==> config.mk <==
export PLATFORM = sky130hd
export DESIGN_NAME = ahf_ctrl
export DESIGN_NICKNAME = d
export VERILOG_FILES = /design/src/rtl/ahf_pkg.sv /design/src/rtl/ahf_ctrl.sv
export SDC_FILE = /design/constraint.sdc
export NUM_CORES = 1
export LEC_CHECK = 0
export ABC_AREA = 1
export ABC_CLOCK_PERIOD_IN_PS = 1350
export BUFFER_PORTS_ARGS = -buffer_cell sky130_fd_sc_hd__buf_2
export CORE_MARGIN = 4
export CORE_UTILIZATION = 30
export CTS_BUF_LIST = sky130_fd_sc_hd__clkbuf_2 sky130_fd_sc_hd__clkbuf_4 sky130_fd_sc_hd__clkbuf_8
export DETAILED_ROUTE_END_ITERATION = 8
export GPL_TIMING_DRIVEN = 0
export PLACE_DENSITY = 0.48
export SLEW_MARGIN = 20
export SYNTH_ARGS = -nofsm -noshare
export SYNTH_HDL_FRONTEND = slang
export SYNTH_SLANG_ARGS = --single-unit
==> constraint.sdc <==
create_clock -name clk -period 1.35 [get_ports clk]
set_input_delay 0.0675 -clock clk [delete_from_list [all_inputs] [get_ports clk]]
set_output_delay 0.0675 -clock clk [all_outputs]
set_load 0.005 [all_outputs]
==> src/rtl/ahf_pkg.sv <==
// Shared types and fixed widths for the adaptive Huffman (FGK) coder.
// Used by the controller, the datapath and the top level.
`timescale 1ns / 1ps
package ahf_pkg;

  localparam int SYM_W    = 8;
  localparam int WEIGHT_W = 32;
  localparam int CODE_W   = 32;
  localparam int COUNT_W  = 6;

  typedef enum logic [4:0] {
    OP_IDLE,
    OP_LEAF,
    OP_WALK_P,
    OP_WALK_L,
    OP_WALK_B,
    OP_EMIT_RD,
    OP_EMIT_SH,
    OP_OUT,
    OP_UPD,
    OP_SPLIT1,
    OP_SPLIT2,
    OP_TOP,
    OP_RDN,
    OP_GETN,
    OP_SCAN,
    OP_X1,
    OP_X2,
    OP_X3,
    OP_X4,
    OP_XW1,
    OP_XW2,
    OP_INC,
    OP_NXT
  } dp_op_t;

  typedef struct packed {
    logic start_zero;
    logic p_zero;
    logic par_zero;
    logic n_zero;
    logic more_bits;
    logic last;
    logic out_free;
    logic skip_upd;
    logic present;
    logic split_ok;
    logic scan_done;
    logic found;
  } dp_status_t;

endpackage

==> src/rtl/ahf_ctrl.sv <==
// Sequencer for the FGK coder: code walk, chunk emission and tree update.
// Depends on ahf_pkg for the command and status types.
`timescale 1ns / 1ps
module ahf_ctrl import ahf_pkg::*; (
  input  logic       clk,
  input  logic       rst_n,
  input  logic       in_valid,
  output logic       in_stall,
  input  dp_status_t st,
  output dp_op_t     op
);

  typedef enum logic [4:0] {
    S_IDLE, S_LEAF, S_WALK_P, S_WALK_L, S_WALK_B, S_EMIT_RD, S_EMIT_SH, S_OUT,
    S_UPD, S_SPLIT1, S_SPLIT2, S_TOP, S_RDN, S_GETN, S_SCAN,
    S_X1, S_X2, S_X3, S_X4, S_XW1, S_XW2, S_INC, S_NXT
  } state_t;

  state_t state_r, state_nxt;

  always_ff @(posedge clk) begin
    if (!rst_n) begin
      state_r <= S_IDLE;
    end else begin
      state_r <= state_nxt;
    end
  end

  assign in_stall = (state_r != S_IDLE);

  always_comb begin
    state_nxt = state_r;
    op        = OP_IDLE;
    case (state_r)
      S_IDLE: begin
        op = OP_IDLE;
        if (in_valid) state_nxt = S_LEAF;
      end
      S_LEAF: begin
        op = OP_LEAF;
        state_nxt = st.start_zero ? S_EMIT_RD : S_WALK_P;
      end
      S_WALK_P: begin
        op = OP_WALK_P;
        state_nxt = S_WALK_L;
      end
      S_WALK_L: begin
        op = OP_WALK_L;
        state_nxt = S_WALK_B;
      end
      S_WALK_B: begin
        op = OP_WALK_B;
        state_nxt = st.p_zero ? S_EMIT_RD : S_WALK_P;
      end
      S_EMIT_RD: begin
        op = OP_EMIT_RD;
        state_nxt = st.more_bits ? S_EMIT_SH : S_OUT;
      end
      S_EMIT_SH: begin
        op = OP_EMIT_SH;
        state_nxt = S_EMIT_RD;
      end
      S_OUT: begin
        op = OP_OUT;
        if (st.out_free) state_nxt = st.last ? S_UPD : S_EMIT_RD;
      end
      S_UPD: begin
        op = OP_UPD;
        if (st.skip_upd) state_nxt = S_IDLE;
        else if (st.present) state_nxt = S_TOP;
        else if (st.split_ok) state_nxt = S_SPLIT1;
        else state_nxt = S_IDLE;
      end
      S_SPLIT1: begin
        op = OP_SPLIT1;
        state_nxt = S_SPLIT2;
      end
      S_SPLIT2: begin
        op = OP_SPLIT2;
        state_nxt = S_TOP;
      end
      S_TOP: begin
        op = OP_TOP;
        state_nxt = st.n_zero ? S_IDLE : S_RDN;
      end
      S_RDN: begin
        op = OP_RDN;
        state_nxt = S_GETN;
      end
      S_GETN: begin
        op = OP_GETN;
        state_nxt = S_SCAN;
      end
      S_SCAN: begin
        op = OP_SCAN;
        if (st.scan_done) state_nxt = st.found ? S_X1 : S_INC;
      end
      S_X1: begin
        op = OP_X1;
        state_nxt = S_X2;
      end
      S_X2: begin
        op = OP_X2;
        state_nxt = S_X3;
      end
      S_X3: begin
        op = OP_X3;
        state_nxt = S_X4;
      end
      S_X4: begin
        op = OP_X4;
        state_nxt = S_XW1;
      end
      S_XW1: begin
        op = OP_XW1;
        state_nxt = S_XW2;
      end
      S_XW2: begin
        op = OP_XW2;
        state_nxt = S_INC;
      end
      S_INC: begin
        op = OP_INC;
        state_nxt = S_NXT;
      end
      S_NXT: begin
        op = OP_NXT;
        state_nxt = st.par_zero ? S_IDLE : S_RDN;
      end
      default: begin
        op = OP_IDLE;
        state_nxt = S_IDLE;
      end
    endcase
  end

endmodule

==> results.sh, run 1 <==
export IMPL_path_clk_slew_ns=0.04
export IMPL_wl_met3_um=220
export IMPL_fin_util=0.523
export IMPL_root_buffer="clkbuf_4"
export IMPL_setup_worst_path_start="state_r[1]$_SDFFE_PN0P_"
export IMPL_holdPathStages=4
export IMPL_grt_usage=0.179
export IMPL_yosys_warnings=0
export IMPL_port_buffers=20
export IMPL_largest_reg_flops=5
export IMPL_fin_crit_sh=1.08
export IMPL_overflow=0
export IMPL_netlist_area_um2=766
export IMPL_finalSetupViolations=9
export IMPL_cp_slowest_cell="dfxtp_4"
export IMPL_cp_end_kind="output pin"
export IMPL_hold_viol_final=0
export IMPL_synth_seq_cells=5
export IMPL_power_density_nw_per_um2=696
export IMPL_detail_route_antenna_nets=0
export IMPL_cts_sink_count=5
export IMPL_syn_to_final_growth_pct=67.8
export IMPL_synth_top_area_share=0.162
export IMPL_std_cell_rows=18
export IMPL_wl_mm=3.09
export IMPL_crit_arrival_ns=1.40
export IMPL_place_congestion=0.884
export IMPL_r2r_end="state_r[3]$_SDFFE_PN0P_"
export IMPL_cellLeakagePower_nw=0.695
export IMPL_synth_seq_area_share=0.131
export IMPL_die_h_um=58.5
export IMPL_syn_nets=158
export IMPL_grt_pass1_vias=1103
export IMPL_fin_skew_ns=0.00401
export IMPL_reg_top3="state_r: 5 flops"
export IMPL_status="complete, but fails checks"
export IMPL_grt_pass1_wl_mm=4.84
export IMPL_period_needed_ns=1.46
export IMPL_peakVddDrop_uv=453
export IMPL_m1WireLength_mm=1.23
export IMPL_slew_headroom=0.800
export IMPL_r2r_start="state_r[4]$_SDFFE_PN0P_"
export IMPL_drive_gt1_frac=0.500
export IMPL_avgSynthCellArea_um2=5.35
export IMPL_cts_htree_levels=1
export IMPL_regMostFlops="state_r"
export IMPL_n_antenna_cell=0
export IMPL_die_w_um=58.5
export IMPL_insertion_delay_ns=0.24
export IMPL_synth_area_leader_cell="nand2_1"
export IMPL_fp_coreArea_um2=2450
export IMPL_synth_edff_count=0
export IMPL_drcViolationCount=0
export IMPL_start_util=0.312
export IMPL_cpPeakStageDelay_ns=0.39
export IMPL_nNetsFinal=200
export IMPL_worst_slack_ns=-0.114
export IMPL_whs_endpoint="state_r[0]$_SDFFE_PN0P_"
export IMPL_rr_worst_depth=9
export IMPL_synth_cell_type_count=27
export IMPL_grt_max_degree=11
export IMPL_worstPathRequired_ns=1.28
export IMPL_numCtsBuffers=3
export IMPL_startpoint_type="register"
export IMPL_synth_commonest_cells="33 x nand2_1, 33 x nor2_1, 18 x nand3_1"
export IMPL_drv_cap=0
export IMPL_hp_class="in2reg"
export IMPL_synth_cells=143
export IMPL_met2_length_mm=1.46
export IMPL_avgRoutedWirePerCell_um=14.4
export IMPL_final_setup_tns_ns=-0.646
export IMPL_antenna_found_initial=0
export IMPL_fmax_mhz=683
export IMPL_tightest_slew_ns=0.296
export IMPL_power_w=0.000894
export IMPL_routed_top_layer="met4"
export IMPL_cts_tree="built"
export IMPL_synth_top_cells_by_area="nand2_1 16%, nor2_1 16%, dfxtp_1 13%, nand3_1 12%, inv_1 7.8%"
export IMPL_r2r_slack_ns=-0.06
export IMPL_min_delay_start="st[5]"
export IMPL_ys_flop_type="dfxtp_1"
export IMPL_crit_type="reg2out"
export IMPL_die_area_um2=3420
export IMPL_rsz0062_at_grt="true"
export IMPL_drtPass1Iterations=4
export IMPL_fillers=243
export IMPL_num_io_pins=21
export IMPL_drt_iter0_drc=41
export IMPL_postSynth_asyncResetShare=0
export IMPL_post_dp_hpwl_mm=1.99
export IMPL_maxSlewViolCount=0
export IMPL_crit_path_max_fanout=6
export IMPL_vias=1164
export IMPL_clockBufferDepth=2
export IMPL_avgViaCountPerCell=5.44
export IMPL_cp_cell_sequence="inv_4, nand2_4, nor2_4, nand2_2, nand4_1, nand3b_1, buf_2"
export IMPL_violations="setup timing"
[kinds of logic after synthesis]
| family | Yosys count | synth area share |
|---|---|---|
| AOI/OAI and AO/OA | 16 | 0.136 |
| buffers and inverters | 22 | 0.123 |
| DFF | 5 | 0.131 |
| and+or+nand+nor | 100 | 0.611 |
[repair_timing]
action | in CTS | in global routing
hold buffers | 0 | 0
endpoints found under the setup margin | 11 | 10
setup buffers | 13 | 3
pin swaps | 6 | 7
gates cloned | 0 | 1
resized for setup | 48 | 21
[through the flow]
step	setup WS (ns)	hold slack, ns	area, um2	cells
global placement	-0.318	0.357	903	193
finish	-0.114	0.121	1280	214
detailed placement	-0.283	0.370	903	193
floorplan	0.0643	0.240	766	143
global route	-0.171	0.129	1280	214
CTS	-0.0659	0.119	1160	210
[area by class of cell]
class,instances,area (um2),area share
Buffer,2,35.0,0.0273
Sequential cell,5,116,0.0906
Timing Repair Buffer,37,249,0.194
Inverter,20,100,0.0779
Tap cell,30,37.5,0.0292
Clock buffer,4,30.0,0.0234
Multi-Input combinational cell,116,717,0.558
[layout by cell type (no fill, tap or decap), types with 2 or more instances in the layout]
cell type	instances
clkbuf_4	4
nand3_2	6
inv_4	3
inv_6	2
nor2_1	26
nand2_4	4
nor2_4	7
buf_4	15
a21oi_1	4
nand3b_1	4
o211ai_1	2
nand4_1	4
nor2_2	3
inv_1	10
o21ai_2	2
nand2_1	24
nand3_1	12
nand2_2	6
inv_2	4
dfxtp_4	4
buf_2	20
[worst max path at each step]
stage / cells past startpoint / end
after detailed placement: 9 / state_r[3]$_SDFFE_PN0P_
after global routing: 8 / op[2]
after global placement: 9 / state_r[3]$_SDFFE_PN0P_
after floorplan: 8 / state_r[4]$_SDFFE_PN0P_
final: 7 / op[0]
after CTS: 9 / op[2]
[report_power, final]
part           internal [W]  switching, W
sequential         0.000166     0.0000523
combinational      0.000211      0.000272
clock              0.000132     0.0000610
total              0.000509      0.000386
[worst max-delay path: cells and delay by family (launching register included)]
kind | cells | cell delay [ns]
buffers and inverters | 2 | 0.20
flip-flops | 1 | 0.39
AND/OR/NAND/NOR | 5 | 0.56
[metal layers]
metal / track usage / vias up
li1: - / 563
met4: 0.0960 / 0
met1: 0.221 / 508
met2: 0.311 / 72
met3: 0.00439 / 21
met5: 0 / -
Note: power is estimated with default switching activity, not from simulation.
==> run 2, diff against run 1 <==
--- a/config.mk
+++ b/config.mk
@@ -8,6 +8,7 @@
 export ABC_AREA = 1
 export ABC_CLOCK_PERIOD_IN_PS = 1350
 export BUFFER_PORTS_ARGS = -buffer_cell sky130_fd_sc_hd__buf_2
+export CORE_ASPECT_RATIO = 0.6
 export CORE_MARGIN = 4
 export CORE_UTILIZATION = 30
 export CTS_BUF_LIST = sky130_fd_sc_hd__clkbuf_2 sky130_fd_sc_hd__clkbuf_4 sky130_fd_sc_hd__clkbuf_8
==> results.sh, run 2 (synthesized netlist as in run 1, its figures left out) <==
export IMPL_status="complete, but fails checks"
export IMPL_violations="setup timing"
export IMPL_drv_cap=0
export IMPL_worst_slack_ns=-0.115
export IMPL_crit_type="reg2reg"
export IMPL_design_area_um2=1280
export IMPL_path_clk_slew_ns=0.03
export IMPL_numCtsBuffers=3
export IMPL_die_h_um=47.1
export IMPL_slew_headroom=0.783
export IMPL_cp_cell_sequence="buf_6, nor2_4, nand3_4, buf_4, nand3_1, nor2_1, nand3_1, nand2_1, a21oi_2"
export IMPL_n_antenna_cell=0
export IMPL_grt_pass1_vias=942
export IMPL_fin_util=0.557
export IMPL_maxSlewViolCount=0
export IMPL_comb_power_share=0.484
export IMPL_root_buffer="clkbuf_8"
export IMPL_drive_gt1_frac=0.505
export IMPL_hold_viol_final=0
export IMPL_cts_sink_count=5
export IMPL_cpMostUsedCell="nand3_1"
export IMPL_fin_crit_sh=1.09
export IMPL_rsz0062_at_grt="true"
export IMPL_vias=1098
export IMPL_place_congestion=0.928
export IMPL_avgViaCountPerCell=5.13
export IMPL_cp_slowest_cell="dfxtp_4"
export IMPL_cts_htree_levels=1
export IMPL_grt_max_degree=11
export IMPL_overflow=0
export IMPL_start_util=0.334
export IMPL_power_density_nw_per_um2=767
export IMPL_hold_buffers=0
export IMPL_grt_usage=0.172
export IMPL_cpPeakStageDelay_ns=0.38
export IMPL_p_sw_w=0.000400
export IMPL_grt_pass1_wl_mm=4.53
export IMPL_p_int_w=0.000580
export IMPL_avgRoutedWirePerCell_um=14.5
export IMPL_largest_reg_flops=5
export IMPL_drt_iter0_drc=68
export IMPL_num_io_pins=21
export IMPL_placed_area_um2=903
export IMPL_worstPathRequired_ns=1.50
export IMPL_cp_end_kind="register"
export IMPL_drcViolationCount=0
export IMPL_peakVddDrop_uv=351
export IMPL_regMostFlops="state_r"
export IMPL_insertion_delay_ns=0.22
export IMPL_std_cell_rows=13
export IMPL_reg_top3="state_r: 5 flops"
export IMPL_p_seq_frac=0.219
export IMPL_drtPass1Iterations=4
export IMPL_cellLeakagePower_nw=0.690
export IMPL_hp_class="in2reg"
export IMPL_antenna_found_initial=0
export IMPL_detail_route_antenna_nets=0
export IMPL_fmax_mhz=683
export IMPL_fp_coreArea_um2=2290
export IMPL_power_w=0.000979
export IMPL_crit_arrival_ns=1.61
export IMPL_period_needed_ns=1.47
export IMPL_clkPwrFrac=0.297
export IMPL_finalSetupViolations=10
export IMPL_syn_to_final_growth_pct=66.8
export IMPL_final_common_cell="nand2_1"
export IMPL_clockBufferDepth=2
export IMPL_fillers=206
export IMPL_port_buffers=20
export IMPL_r2r_slack_ns=-0.12
export IMPL_tightest_slew_ns=0.321
export IMPL_fin_skew_ns=0.00133
export IMPL_post_dp_hpwl_mm=2.09
export IMPL_cts_tree="built"
export IMPL_die_area_um2=3450
export IMPL_die_w_um=73.2
export IMPL_pre_cts_slack_ns=-0.269
export IMPL_nNetsFinal=200
export IMPL_crit_path_max_fanout=7
export IMPL_startpoint_type="register"
export IMPL_switching_share=0.408
export IMPL_wl_mm=3.10
export IMPL_mostFrequentLayoutCells="26 x nand2_1, 24 x nor2_1, 21 x buf_2"
[run 2: changes by cell type in the layout (fill, tap and decap cells not counted), moves of 3 or more]
cell / delta
nand3_4: +3
nand3_2: -3
clkbuf_8: +3
clkbuf_4: -3
nor2_2: +3
[run 2: path summary, 6_finish.rpt]
path,to,start,depth (start not counted)
min reg2reg,state_r[0]$_SDFFE_PN0P_,state_r[1]$_SDFFE_PN0P_,6
max,state_r[0]$_SDFFE_PN0P_,state_r[3]$_SDFFE_PN0P_,9
min,state_r[0]$_SDFFE_PN0P_,rst_n,3
max reg2reg,state_r[0]$_SDFFE_PN0P_,state_r[3]$_SDFFE_PN0P_,9
[run 2: final cells by class]
class	instances	area, um2	area share
buffer	1	11.3	0.00881
clock buffer	4	48.8	0.0382
inverter	20	95.1	0.0744
multi-input combinational	116	726	0.568
sequential	5	119	0.0930
tap	30	37.5	0.0294
timing repair buffer	38	240	0.188
[run 2: power groups by stage]
| stage | Sequential [W] | Combinational [W] | Clock, W |
|---|---|---|---|
| after floorplan | 0.000184 | 0.000215 | 0 |
| after global routing | 0.000215 | 0.000508 | 0.000315 |
| after detailed placement | 0.000190 | 0.000324 | 0 |
| after global placement | 0.000189 | 0.000328 | 0 |
| after CTS | 0.000199 | 0.000381 | 0.000299 |
| final | 0.000214 | 0.000474 | 0.000291 |
[run 2: repair_timing]
item / CTS / global route
cloned: 0 / 1
resized for setup: 36 / 30
pin swaps: 8 / 14
setup buffers: 8 / 9
endpoints found under the setup margin: 11 / 10
hold endpoints to repair: 0 / 0
[run 2: per-layer routing]
metal  up-vias  track usage  share of wire
met5         -            0              0
met4         0       0.0184         0.0061
met3         2       0.0513          0.076
met2        43        0.263           0.43
met1       499        0.247           0.48
li1        554            -              -
[run 2: worst max-delay path, delay by kind of cell (launching register included)]
family / cells / cell delay, ns
and+or+nand+nor: 6 / 0.61
buffers and inverters: 2 / 0.29
DFF: 1 / 0.38
AOI/OAI and AO/OA: 1 / 0.11
[run 2: metrics by stage]
stage	std cells	setup TNS (ns)	hold WS, ns
detailed placement	193	-1.25	0.380
finish	214	-0.816	0.170
floorplan	143	0	0.240
global route	214	-1.60	0.194
global placement	193	-1.35	0.378
CTS	205	-0.669	0.137
